**src/sv/ecsm_pkg.sv**
```systemverilog
package ecsm_pkg;
  localparam int FIELD_BITS = 16;
  localparam int SCALAR_BITS = 16;
  localparam logic [FIELD_BITS-1:0] PRIME_RESET = FIELD_BITS'(65521);
  localparam logic [FIELD_BITS-1:0] A_RESET = '0;
  localparam logic [0:0] REG_PRIME = 1'b0;
  localparam logic [0:0] REG_A = 1'b1;

  typedef logic [FIELD_BITS-1:0] fe_t;

  // datapath micro-operations
  typedef enum logic [3:0] {
    OP_NONE, OP_LOAD, OP_RED_START, OP_MUL, OP_ADD, OP_SUB, OP_INV, OP_MOV, OP_SHIFT_K
  } op_t;

  // register file slots
  typedef enum logic [3:0] {
    R_BX, R_BY, R_AX, R_AY, R_A, R_T0, R_T1, R_T2, R_LAM, R_RX, R_K3, R_ZERO
  } reg_t;

  typedef struct packed {
    op_t  op;
    reg_t dst;
    reg_t src_a;
    reg_t src_b;
  } cmd_t;

  typedef struct packed {
    logic done;
    logic inv_fail;
    logic k_zero;
    logic k_lsb;
    logic k_one;
    logic eq_zero;
    logic acc_inf;
    logic base_inf;
    logic x_eq;
    logic y_eq;
  } stat_t;
endpackage

```
**src/sv/ecsm_datapath.sv**
```systemverilog
module ecsm_datapath (
  input  logic               clk,
  input  logic               rst,
  input  ecsm_pkg::cmd_t     cmd,
  input  logic               cmd_valid,
  input  ecsm_pkg::fe_t      prime,
  input  ecsm_pkg::fe_t      coef_a,
  input  ecsm_pkg::fe_t      in_x,
  input  ecsm_pkg::fe_t      in_y,
  input  logic [ecsm_pkg::SCALAR_BITS-1:0] in_k,
  output ecsm_pkg::stat_t    stat,
  output ecsm_pkg::fe_t      acc_x,
  output ecsm_pkg::fe_t      acc_y
);
  localparam int FB = ecsm_pkg::FIELD_BITS;
  localparam int RB = 2 * FB + 1;
  localparam int IB = FB + 2;

  ecsm_pkg::fe_t rf [12];
  logic [ecsm_pkg::SCALAR_BITS-1:0] kreg;

  // shared multicycle unit: modular reduce (restoring) and extended Euclid
  typedef enum logic [2:0] {U_IDLE, U_RED, U_DIV, U_UPD, U_FIN} ustate_t;
  ustate_t ust;
  logic [RB-1:0] rem;
  logic [FB-1:0] quo;
  logic [FB:0] dvs;
  logic [$clog2(RB+1)-1:0] cnt;
  ecsm_pkg::reg_t udst;
  logic is_inv;
  logic [FB:0] r0, r1;
  logic signed [IB-1:0] t0, t1;
  logic signed [IB-1:0] qt;
  logic busy_u, ufail;

  ecsm_pkg::fe_t a_v, b_v;
  assign a_v = rf[cmd.src_a];
  assign b_v = rf[cmd.src_b];

  logic [RB-1:0] cand;
  logic [2*FB-1:0] prod;
  logic [RB-1:0] trial;
  assign trial = (RB)'(dvs) << (cnt - 1'b1);
  assign prod = a_v * b_v;

  logic [FB+1:0] addv, subv;
  assign addv = {2'b0, a_v} + {2'b0, b_v};
  assign subv = {2'b0, a_v} + {2'b0, prime} - {2'b0, b_v};

  logic signed [IB+FB:0] qmul;
  assign qmul = $signed({1'b0, quo}) * t1;

  always_ff @(posedge clk) begin
    if (rst) begin
      ust <= U_IDLE;
      ufail <= 1'b0;
    end else begin
      rf[ecsm_pkg::R_ZERO] <= '0;
      unique case (ust)
        U_IDLE: if (cmd_valid) begin
          udst <= cmd.dst;
          unique case (cmd.op)
            ecsm_pkg::OP_LOAD: begin
              rf[ecsm_pkg::R_BX] <= in_x; rf[ecsm_pkg::R_BY] <= in_y;
              rf[ecsm_pkg::R_A] <= coef_a; rf[ecsm_pkg::R_AX] <= '0;
              rf[ecsm_pkg::R_AY] <= '0; rf[ecsm_pkg::R_K3] <= FB'(3);
              kreg <= in_k; ufail <= 1'b0;
            end
            ecsm_pkg::OP_RED_START: begin
              rem <= (RB)'(a_v); dvs <= {1'b0, prime};
              cnt <= ($clog2(RB+1))'(FB); quo <= '0; is_inv <= 1'b0; ust <= U_RED;
            end
            ecsm_pkg::OP_MUL: begin
              rem <= (RB)'(prod); dvs <= {1'b0, prime};
              cnt <= ($clog2(RB+1))'(FB + 1); quo <= '0; is_inv <= 1'b0; ust <= U_RED;
            end
            ecsm_pkg::OP_ADD: rf[cmd.dst] <= (addv >= {2'b0, prime}) ?
                FB'(addv - {2'b0, prime}) : FB'(addv);
            ecsm_pkg::OP_SUB: rf[cmd.dst] <= (subv >= {2'b0, prime}) ?
                FB'(subv - {2'b0, prime}) : FB'(subv);
            ecsm_pkg::OP_MOV: rf[cmd.dst] <= a_v;
            ecsm_pkg::OP_SHIFT_K: kreg <= kreg >> 1;
            ecsm_pkg::OP_INV: begin
              r0 <= {1'b0, prime}; r1 <= {1'b0, a_v};
              t0 <= '0; t1 <= IB'(1); is_inv <= 1'b1;
              ust <= (a_v == '0) ? U_FIN : U_DIV;
            end
            default: ;
          endcase
        end
        U_RED: begin
          // one quotient bit per cycle
          if (rem >= trial) begin
            rem <= rem - trial;
            quo <= {quo[FB-2:0], 1'b1};
          end else begin
            quo <= {quo[FB-2:0], 1'b0};
          end
          cnt <= cnt - 1'b1;
          if (cnt == 1) ust <= is_inv ? U_UPD : U_FIN;
        end
        U_DIV: begin
          rem <= (RB)'(r0); dvs <= r1; quo <= '0;
          cnt <= ($clog2(RB+1))'(FB + 1); ust <= U_RED;
        end
        U_UPD: begin
          r0 <= r1; r1 <= (FB+1)'(rem);
          t0 <= t1; t1 <= t0 - IB'(qmul);
          ust <= (rem == '0) ? U_FIN : U_DIV;
        end
        U_FIN: begin
          ust <= U_IDLE;
          if (is_inv) begin
            if (r0 != (FB+1)'(1)) ufail <= 1'b1;
            else rf[udst] <= t0[IB-1] ? FB'(t0 + $signed({2'b0, prime})) : FB'(t0);
          end else begin
            rf[udst] <= FB'(rem);
          end
        end
        default: ust <= U_IDLE;
      endcase
    end
  end

  assign busy_u = (ust != U_IDLE);
  assign cand = '0;
  assign acc_x = rf[ecsm_pkg::R_AX];
  assign acc_y = rf[ecsm_pkg::R_AY];
  assign stat.done = !busy_u && !cmd_valid;
  assign stat.inv_fail = ufail;
  assign stat.k_zero = (kreg == '0) && (cand == '0);
  assign stat.k_lsb = kreg[0];
  assign stat.k_one = (kreg >> 1) == '0;
  assign stat.eq_zero = (a_v == '0);
  assign stat.acc_inf = (rf[ecsm_pkg::R_AX] == '0) && (rf[ecsm_pkg::R_AY] == '0);
  assign stat.base_inf = (rf[ecsm_pkg::R_BX] == '0) && (rf[ecsm_pkg::R_BY] == '0);
  assign stat.x_eq = (a_v == b_v);
  assign stat.y_eq = (rf[ecsm_pkg::R_AY] == rf[ecsm_pkg::R_BY]);
endmodule

```
**src/sv/ecsm_ctrl.sv**
```systemverilog
module ecsm_ctrl (
  input  logic            clk,
  input  logic            rst,
  input  logic            start,
  input  logic            small_p,
  input  ecsm_pkg::stat_t stat,
  output ecsm_pkg::cmd_t  cmd,
  output logic            cmd_valid,
  output logic            busy,
  output logic            finish,
  output logic            fail
);
  // microprogram: most steps issue one command then wait for done; others only branch on status
  typedef enum logic [5:0] {
    S_IDLE, S_RX, S_RY, S_RA, S_LOOP, S_ADD_CHK, S_ADD_XEQ, S_ADD_CHKY,
    S_A_SX, S_A_INV, S_A_SY, S_A_LAM, S_A_L2, S_A_X1, S_A_X2, S_A_D, S_A_Y1,
    S_A_Y2, S_A_WX, S_A_WY, S_SHIFT, S_DBL_CHK, S_D_Y2, S_D_ZC, S_D_INV, S_D_XX,
    S_D_X3, S_D_NA, S_D_LAM, S_D_L2, S_D_X1, S_D_X2, S_D_D, S_D_Y1, S_D_Y2B,
    S_D_WX, S_D_WY, S_A_CPB, S_A_CPBY, S_A_ZERO, S_A_ZY, S_D_ZERO, S_D_ZY, S_DONE,
    S_ERR, S_WAIT
  } state_t;
  state_t st, ret;
  logic dbl;

  task automatic issue(input ecsm_pkg::op_t o, input ecsm_pkg::reg_t d,
                       input ecsm_pkg::reg_t a, input ecsm_pkg::reg_t b);
    cmd <= '{op: o, dst: d, src_a: a, src_b: b};
    cmd_valid <= 1'b1;
  endtask

  always_ff @(posedge clk) begin
    if (rst) begin
      st <= S_IDLE; cmd_valid <= 1'b0; finish <= 1'b0; fail <= 1'b0;
      cmd <= '{op: ecsm_pkg::OP_NONE, dst: ecsm_pkg::R_ZERO,
               src_a: ecsm_pkg::R_ZERO, src_b: ecsm_pkg::R_ZERO};
      ret <= S_IDLE; dbl <= 1'b0;
    end else begin
      cmd_valid <= 1'b0; finish <= 1'b0;
      unique case (st)
        // busy is already low during the result strobe, so start is ignored while finish is high
        S_IDLE: if (start && !finish) begin
          if (small_p) begin fail <= 1'b1; finish <= 1'b1; end
          else begin
            issue(ecsm_pkg::OP_LOAD, ecsm_pkg::R_ZERO, ecsm_pkg::R_ZERO, ecsm_pkg::R_ZERO);
            st <= S_WAIT; ret <= S_RX;
          end
        end
        S_WAIT: if (stat.done) st <= ret;
        S_RX: begin issue(ecsm_pkg::OP_RED_START, ecsm_pkg::R_BX, ecsm_pkg::R_BX, ecsm_pkg::R_ZERO); st <= S_WAIT; ret <= S_RY; end
        S_RY: begin issue(ecsm_pkg::OP_RED_START, ecsm_pkg::R_BY, ecsm_pkg::R_BY, ecsm_pkg::R_ZERO); st <= S_WAIT; ret <= S_RA; end
        S_RA: begin issue(ecsm_pkg::OP_RED_START, ecsm_pkg::R_A, ecsm_pkg::R_A, ecsm_pkg::R_ZERO); st <= S_WAIT; ret <= S_LOOP; end
        S_LOOP: begin
          if (stat.inv_fail) st <= S_ERR;
          else if (stat.k_zero) st <= S_DONE;
          else if (stat.k_lsb) st <= S_ADD_CHK;
          else st <= S_SHIFT;
        end
        // acc = acc + base; src_a/src_b compare x
        S_ADD_CHK: begin
          if (stat.acc_inf) st <= S_A_CPB;
          else if (stat.base_inf) st <= S_SHIFT;
          else begin
            issue(ecsm_pkg::OP_MOV, ecsm_pkg::R_ZERO, ecsm_pkg::R_AX, ecsm_pkg::R_BX);
            st <= S_ADD_XEQ;
          end
        end
        S_ADD_XEQ: begin
          if (!stat.x_eq) st <= S_A_SX;
          else begin
            issue(ecsm_pkg::OP_ADD, ecsm_pkg::R_T0, ecsm_pkg::R_AY, ecsm_pkg::R_BY);
            st <= S_WAIT; ret <= S_ADD_CHKY;
          end
        end
        S_ADD_CHKY: begin
          cmd.src_a <= ecsm_pkg::R_T0;
          st <= S_A_ZERO;
        end
        S_A_ZERO: begin
          if (stat.eq_zero) begin
            issue(ecsm_pkg::OP_MOV, ecsm_pkg::R_AX, ecsm_pkg::R_ZERO, ecsm_pkg::R_ZERO);
            st <= S_WAIT; ret <= S_A_ZY;
          end else if (stat.y_eq) begin
            // same point: double acc in place via doubling path on acc
            dbl <= 1'b0; st <= S_D_Y2;
          end else st <= S_A_SX;
        end
        S_A_ZY: begin issue(ecsm_pkg::OP_MOV, ecsm_pkg::R_AY, ecsm_pkg::R_ZERO, ecsm_pkg::R_ZERO); st <= S_WAIT; ret <= S_SHIFT; end
        S_A_CPB: begin issue(ecsm_pkg::OP_MOV, ecsm_pkg::R_AX, ecsm_pkg::R_BX, ecsm_pkg::R_ZERO); st <= S_WAIT; ret <= S_A_CPBY; end
        S_A_CPBY: begin issue(ecsm_pkg::OP_MOV, ecsm_pkg::R_AY, ecsm_pkg::R_BY, ecsm_pkg::R_ZERO); st <= S_WAIT; ret <= S_SHIFT; end
        S_A_SX: begin issue(ecsm_pkg::OP_SUB, ecsm_pkg::R_T0, ecsm_pkg::R_BX, ecsm_pkg::R_AX); st <= S_WAIT; ret <= S_A_INV; end
        S_A_INV: begin issue(ecsm_pkg::OP_INV, ecsm_pkg::R_T1, ecsm_pkg::R_T0, ecsm_pkg::R_ZERO); st <= S_WAIT; ret <= S_A_SY; end
        S_A_SY: begin
          if (stat.inv_fail) st <= S_ERR;
          else begin issue(ecsm_pkg::OP_SUB, ecsm_pkg::R_T0, ecsm_pkg::R_BY, ecsm_pkg::R_AY); st <= S_WAIT; ret <= S_A_LAM; end
        end
        S_A_LAM: begin issue(ecsm_pkg::OP_MUL, ecsm_pkg::R_LAM, ecsm_pkg::R_T0, ecsm_pkg::R_T1); st <= S_WAIT; ret <= S_A_L2; end
        S_A_L2: begin issue(ecsm_pkg::OP_MUL, ecsm_pkg::R_T2, ecsm_pkg::R_LAM, ecsm_pkg::R_LAM); st <= S_WAIT; ret <= S_A_X1; end
        S_A_X1: begin issue(ecsm_pkg::OP_SUB, ecsm_pkg::R_T2, ecsm_pkg::R_T2, ecsm_pkg::R_AX); st <= S_WAIT; ret <= S_A_X2; end
        S_A_X2: begin issue(ecsm_pkg::OP_SUB, ecsm_pkg::R_RX, ecsm_pkg::R_T2, ecsm_pkg::R_BX); st <= S_WAIT; ret <= S_A_D; end
        S_A_D: begin issue(ecsm_pkg::OP_SUB, ecsm_pkg::R_T0, ecsm_pkg::R_AX, ecsm_pkg::R_RX); st <= S_WAIT; ret <= S_A_Y1; end
        S_A_Y1: begin issue(ecsm_pkg::OP_MUL, ecsm_pkg::R_T0, ecsm_pkg::R_LAM, ecsm_pkg::R_T0); st <= S_WAIT; ret <= S_A_Y2; end
        S_A_Y2: begin issue(ecsm_pkg::OP_SUB, ecsm_pkg::R_AY, ecsm_pkg::R_T0, ecsm_pkg::R_AY); st <= S_WAIT; ret <= S_A_WX; end
        S_A_WX: begin issue(ecsm_pkg::OP_MOV, ecsm_pkg::R_AX, ecsm_pkg::R_RX, ecsm_pkg::R_ZERO); st <= S_WAIT; ret <= S_A_WY; end
        S_A_WY: st <= S_SHIFT;
        S_SHIFT: begin
          if (stat.inv_fail) st <= S_ERR;
          else if (stat.k_one) begin
            issue(ecsm_pkg::OP_SHIFT_K, ecsm_pkg::R_ZERO, ecsm_pkg::R_ZERO, ecsm_pkg::R_ZERO);
            st <= S_WAIT; ret <= S_LOOP;
          end else begin
            issue(ecsm_pkg::OP_SHIFT_K, ecsm_pkg::R_ZERO, ecsm_pkg::R_ZERO, ecsm_pkg::R_ZERO);
            st <= S_WAIT; ret <= S_DBL_CHK;
          end
        end
        // base = 2*base (dbl=1) or acc = 2*acc (dbl=0)
        S_DBL_CHK: begin
          dbl <= 1'b1;
          if (stat.base_inf) st <= S_LOOP;
          else st <= S_D_Y2;
        end
        S_D_Y2: begin
          issue(ecsm_pkg::OP_ADD, ecsm_pkg::R_T0, dbl ? ecsm_pkg::R_BY : ecsm_pkg::R_AY,
                dbl ? ecsm_pkg::R_BY : ecsm_pkg::R_AY);
          st <= S_WAIT; ret <= S_D_ZC;
        end
        S_D_ZC: begin cmd.src_a <= ecsm_pkg::R_T0; st <= S_D_ZERO; end
        S_D_ZERO: begin
          if (stat.eq_zero) begin
            issue(ecsm_pkg::OP_MOV, dbl ? ecsm_pkg::R_BX : ecsm_pkg::R_AX,
                  ecsm_pkg::R_ZERO, ecsm_pkg::R_ZERO);
            st <= S_WAIT; ret <= S_D_ZY;
          end else st <= S_D_INV;
        end
        S_D_ZY: begin
          issue(ecsm_pkg::OP_MOV, dbl ? ecsm_pkg::R_BY : ecsm_pkg::R_AY,
                ecsm_pkg::R_ZERO, ecsm_pkg::R_ZERO);
          st <= S_WAIT; ret <= dbl ? S_LOOP : S_SHIFT;
        end
        S_D_INV: begin issue(ecsm_pkg::OP_INV, ecsm_pkg::R_T1, ecsm_pkg::R_T0, ecsm_pkg::R_ZERO); st <= S_WAIT; ret <= S_D_XX; end
        S_D_XX: begin
          if (stat.inv_fail) st <= S_ERR;
          else begin
            issue(ecsm_pkg::OP_MUL, ecsm_pkg::R_T0, dbl ? ecsm_pkg::R_BX : ecsm_pkg::R_AX,
                  dbl ? ecsm_pkg::R_BX : ecsm_pkg::R_AX);
            st <= S_WAIT; ret <= S_D_X3;
          end
        end
        S_D_X3: begin issue(ecsm_pkg::OP_MUL, ecsm_pkg::R_T0, ecsm_pkg::R_K3, ecsm_pkg::R_T0); st <= S_WAIT; ret <= S_D_NA; end
        S_D_NA: begin issue(ecsm_pkg::OP_ADD, ecsm_pkg::R_T0, ecsm_pkg::R_T0, ecsm_pkg::R_A); st <= S_WAIT; ret <= S_D_LAM; end
        S_D_LAM: begin issue(ecsm_pkg::OP_MUL, ecsm_pkg::R_LAM, ecsm_pkg::R_T0, ecsm_pkg::R_T1); st <= S_WAIT; ret <= S_D_L2; end
        S_D_L2: begin issue(ecsm_pkg::OP_MUL, ecsm_pkg::R_T2, ecsm_pkg::R_LAM, ecsm_pkg::R_LAM); st <= S_WAIT; ret <= S_D_X1; end
        S_D_X1: begin issue(ecsm_pkg::OP_SUB, ecsm_pkg::R_T2, ecsm_pkg::R_T2, dbl ? ecsm_pkg::R_BX : ecsm_pkg::R_AX); st <= S_WAIT; ret <= S_D_X2; end
        S_D_X2: begin issue(ecsm_pkg::OP_SUB, ecsm_pkg::R_RX, ecsm_pkg::R_T2, dbl ? ecsm_pkg::R_BX : ecsm_pkg::R_AX); st <= S_WAIT; ret <= S_D_D; end
        S_D_D: begin issue(ecsm_pkg::OP_SUB, ecsm_pkg::R_T0, dbl ? ecsm_pkg::R_BX : ecsm_pkg::R_AX, ecsm_pkg::R_RX); st <= S_WAIT; ret <= S_D_Y1; end
        S_D_Y1: begin issue(ecsm_pkg::OP_MUL, ecsm_pkg::R_T0, ecsm_pkg::R_LAM, ecsm_pkg::R_T0); st <= S_WAIT; ret <= S_D_Y2B; end
        S_D_Y2B: begin
          issue(ecsm_pkg::OP_SUB, dbl ? ecsm_pkg::R_BY : ecsm_pkg::R_AY, ecsm_pkg::R_T0,
                dbl ? ecsm_pkg::R_BY : ecsm_pkg::R_AY);
          st <= S_WAIT; ret <= S_D_WX;
        end
        S_D_WX: begin
          issue(ecsm_pkg::OP_MOV, dbl ? ecsm_pkg::R_BX : ecsm_pkg::R_AX, ecsm_pkg::R_RX,
                ecsm_pkg::R_ZERO);
          st <= S_WAIT; ret <= S_D_WY;
        end
        S_D_WY: st <= dbl ? S_LOOP : S_SHIFT;
        S_DONE: begin fail <= 1'b0; finish <= 1'b1; st <= S_IDLE; end
        S_ERR: begin fail <= 1'b1; finish <= 1'b1; st <= S_IDLE; end
        default: st <= S_IDLE;
      endcase
    end
  end

  assign busy = (st != S_IDLE);
endmodule

```
**src/sv/ec_scalar_multiply_affine.sv**
```systemverilog
// Computes k*P on y^2 = x^3 + a*x + b over GF(p) by right-to-left double-and-add.
// One request at a time: point_x, point_y and scalar are captured at the edge where
// start is high and busy is low; busy then stays high up to and including the single
// result strobe (done), which lasts one cycle and cannot be held off. Latency is set by
// the shared bit-serial reduce/divide unit, which performs each modular multiply and
// each division round of the Euclidean inverse, while adds and subtracts bypass it.
// A worst-case request runs 2*SCALAR_BITS-1 point operations; small scalars finish
// sooner. no_inverse flags a missing inverse or p < 3.
module ec_scalar_multiply_affine (
  input  logic        clk,
  input  logic        rst,
  input  logic        start,
  output logic        busy,
  input  logic [15:0] point_x,
  input  logic [15:0] point_y,
  input  logic [15:0] scalar,
  output logic        done,
  output logic [15:0] result_x,
  output logic [15:0] result_y,
  output logic        no_inverse,
  input  logic        cfg_we,
  input  logic [0:0]  cfg_index,
  input  logic [15:0] cfg_data
);
  ecsm_pkg::fe_t prime, coef_a;
  ecsm_pkg::cmd_t cmd;
  ecsm_pkg::stat_t stat;
  logic cmd_valid, finish, fail, ctrl_busy;
  ecsm_pkg::fe_t ax, ay;
  ecsm_pkg::fe_t req_x, req_y;
  logic [ecsm_pkg::SCALAR_BITS-1:0] req_k;

  always_ff @(posedge clk) begin
    if (rst) begin
      prime <= ecsm_pkg::PRIME_RESET;
      coef_a <= ecsm_pkg::A_RESET;
    end else if (cfg_we) begin
      unique case (cfg_index)
        ecsm_pkg::REG_PRIME: prime <= cfg_data;
        ecsm_pkg::REG_A:     coef_a <= cfg_data;
        default: ;
      endcase
    end
  end

  // hold the request; the datapath loads it in the next cycle
  always_ff @(posedge clk) begin
    if (start && !busy) begin
      req_x <= point_x;
      req_y <= point_y;
      req_k <= scalar;
    end
  end

  ecsm_ctrl u_ctrl (
    .clk, .rst, .start, .small_p(prime < 16'd3), .stat,
    .cmd, .cmd_valid, .busy(ctrl_busy), .finish, .fail
  );

  ecsm_datapath u_dp (
    .clk, .rst, .cmd, .cmd_valid, .prime, .coef_a,
    .in_x(req_x), .in_y(req_y), .in_k(req_k),
    .stat, .acc_x(ax), .acc_y(ay)
  );

  assign busy = ctrl_busy || finish;
  assign done = finish;
  assign no_inverse = fail;
  assign result_x = fail ? '0 : ax;
  assign result_y = fail ? '0 : ay;
endmodule

```
**config.mk**
```make
export PLATFORM = sky130hd
export DESIGN_NAME = ec_scalar_multiply_affine
export DESIGN_NICKNAME = d
export VERILOG_FILES = /design/src/sv/ecsm_pkg.sv /design/src/sv/ecsm_datapath.sv /design/src/sv/ecsm_ctrl.sv /design/src/sv/ec_scalar_multiply_affine.sv
export SDC_FILE = /design/constraint.sdc
export NUM_CORES = 2
export LEC_CHECK = 0
export BUFFER_PORTS_ARGS = -buffer_cell sky130_fd_sc_hd__buf_2
export CAP_MARGIN = 40
export CORE_MARGIN = 2
export CORE_UTILIZATION = 55
export CTS_CLUSTER_DIAMETER = 150
export CTS_CLUSTER_SIZE = 24
export DETAILED_ROUTE_END_ITERATION = 12
export HOLD_SLACK_MARGIN = 0.08
export MAX_ROUTING_LAYER = met4
export PLACE_DENSITY = 0.73
export SKIP_CTS_REPAIR_TIMING = 1
export SYNTH_ARGS = -nofsm -noshare
export SYNTH_HDL_FRONTEND = slang
export SYNTH_SLANG_ARGS = --single-unit
```
**constraint.sdc**
```tcl
create_clock -name clk -period 12.6 [get_ports clk]
set_clock_uncertainty 0.1 [all_clocks]
set_input_delay 1.26 -clock clk [delete_from_list [all_inputs] [get_ports clk]]
set_output_delay 1.26 -clock clk [all_outputs]
set_load 0.01 [all_outputs]
```
==> qor.csv <==
metric;value;unit
status;completed;
Clock Latency Late Sink;0.66;ns
vias;38033;
pre-CTS WS;3.22;ns
CTS tree;done;
Die ar.;0.0884;mm^2
worst reg2reg endpoint;u_dp.rf[5][8];
MaxCap Viol Count;0;
asr flop ratio synth;0;
Synth Cell Area;0.0473;mm^2
ratio of cells with drive above 1 in the final layout;0.0966;
first-pass GRT wire length;225;mm
Clock Sink Count;543;
f_max;106;MHz
first-pass iteration count of the detailed router;9;
GRT busiest layer;met2;
initial antenna violation count;6;
slowest cell delay on critical path;0.90;ns
unrepaired setup endpoints after global routing;no;
largest net degree at the start of global routing;65;
relative slew slack;0.297;
WL/cell;25.3;um
clk buf depth;3;
final count of hold timing violations;0;
Final setup viols;0;
Synth Register Bits;543;
Final #Nets;5401;
Cell variety after synth;79;
WP data arrival;9.73;ns
EDFF count, synth;467;
DRC errors left;0;
Crit path max-delay family;compound AO/OA/AOI/OAI gates;
min Tclk post-route;9.44;ns
Rows;107;
Starting DRT DRC Count;4781;
Final Core Density;0.587;
Period Utilization, post-route;0.749;
antenna viol nets, final;0;
fin. max-slew vios;0;
Post-Synthesis Cells;4727;
DP HPWL;112;mm
top_reg_cell synth;edfxtp_1;
gr ovfl total;0;
GP Congestion;1.02;
Reg2Reg Depth;25;
Avg Inst Size Synth;10.0;um^2
H-tree levels;1;
register area;0.0156;mm^2
Clock Root Buffer;clkbuf_16;
setup ws final;3.16;ns
worst hold slack;0.365;ns
Crit-path slowest cell;dfxtp_4;
number of buffers created by CTS;27;
number of global-route vias before repair;37023;
critical path fanouts, max;40;
# fillers;7167;
P&R area growth vs syn;5.67;%
Top Ports;104;
Worst-path clk slew;0.09;ns
routing usage on met1;0.458;
Crit. End Element;flip-flop;
CP bufs+invs;5;
cell mode on critical path;inv_1;
met3 Usage GRT;0.0556;
most common cell after layout, fill and taps aside;nand2_1;
Mapped Nets;5419;
I/O Buffers;103;
Worst setup SP type;flip-flop;
GR met2 Demand/Resource;0.519;
Die H;297;um
Hold Path Class;reg -> reg;
Post-Route Setup TNS;0;ns
Die Wd;297;um
Worst Tran Pin Value;1.06;ns
Multi-input gate area;0.0292;mm^2
Initial Util;0.555;
reg-to-reg slack, setup;3.16;ns
Detailed Route WL;149;mm
Endpoint, Worst Hold;coef_a[14];
sequential-to-total area share from yosys stat;0.328;
most frequent cells in the layout;nand2_1 (578), inv_1 (473), edfxtp_1 (467);
CP Class;reg -> reg;
worst path required time;12.89;ns
yosys warns;0;
via/cell ratio;6.47;
hold path cells;2;
Overall Global Routing Usage;0.343;
core box area;0.0853;mm^2
Hold Startpoint;coef_a[14];
-- sequential cells by signal (all words and copies together), names as in the netlist, 17 cells and up, named ones only --
signal,count
u_dp.dvs,17
u_dp.r1,17
u_dp.t0,18
u_dp.r0,17
u_dp.rem,33
u_dp.t1,18
u_dp.rf,256
-- cell usage after synthesis (127+ instances only) --
master,count,area share
a21oi_1,256,0.027
nor2_1,348,0.028
ha_1,283,0.075
clkbuf_1,196,0.016
and2_1,204,0.027
mux4_2,157,0.075
xnor2_1,127,0.023
o21ai_0,273,0.029
edfxtp_1,467,0.30
fa_1,340,0.14
inv_1,474,0.038
nand2_1,578,0.046
-- final cells by class --
class / count / area share
diodes: 8 / 0.000400
inverters: 479 / 0.0359
flip-flops and latches: 543 / 0.311
well taps: 1144 / 0.0286
multi-input cells: 3474 / 0.584
repair buffers: 184 / 0.0243
clock buffers: 45 / 0.0151
clock inverters: 5 / 0.00118
-- per-stage QoR --
step | std cells | instance area [um^2]
finish | 5882 | 50000
floorplan | 4727 | 47300
CTS | 5874 | 50000
global route | 5882 | 50000
global placement | 5809 | 49000
detailed placement | 5824 | 49200
-- tightest hold or removal path, stage by stage (launching register included) --
cell	delay [ns]
dfxtp_1	0.32
nand2_1	0.05
a21oi_1	0.05
-- cell families after synthesis --
| kind of cell | share of synthesized area |
|---|---|
| AO/OA/AOI/OAI | 0.119 |
| XOR/XNOR | 0.0335 |
| adder cells (fa/ha/maj) | 0.219 |
| buffers and inverters | 0.0572 |
| flip-flops | 0.328 |
| multiplexers | 0.0945 |
| AND/OR/NAND/NOR | 0.149 |
-- worst max path at each step --
stage	from	endpoint	slack [ns]	cells after the start
final	flip-flop	u_dp.rf[5][8]	3.16	25
after global routing	flip-flop	u_dp.rf[12][1]	2.67	24
after CTS	flip-flop	u_dp.rem[31]	3.20	26
after detailed placement	flip-flop	u_dp.rem[31]	3.22	26
after global placement	flip-flop	u_dp.rem[31]	3.32	26
after floorplan	flip-flop	u_dp.rem[31]	4.24	28
-- layer usage --
layer | up-vias | part of all wire
met5 | - | 0
met4 | 0 | 0.054
met3 | 417 | 0.11
met2 | 2420 | 0.45
met1 | 18665 | 0.39
li1 | 16531 | -
Power is not shown: default switching activity piles up to over one toggle a cycle in this logic, so the estimate is an artifact.
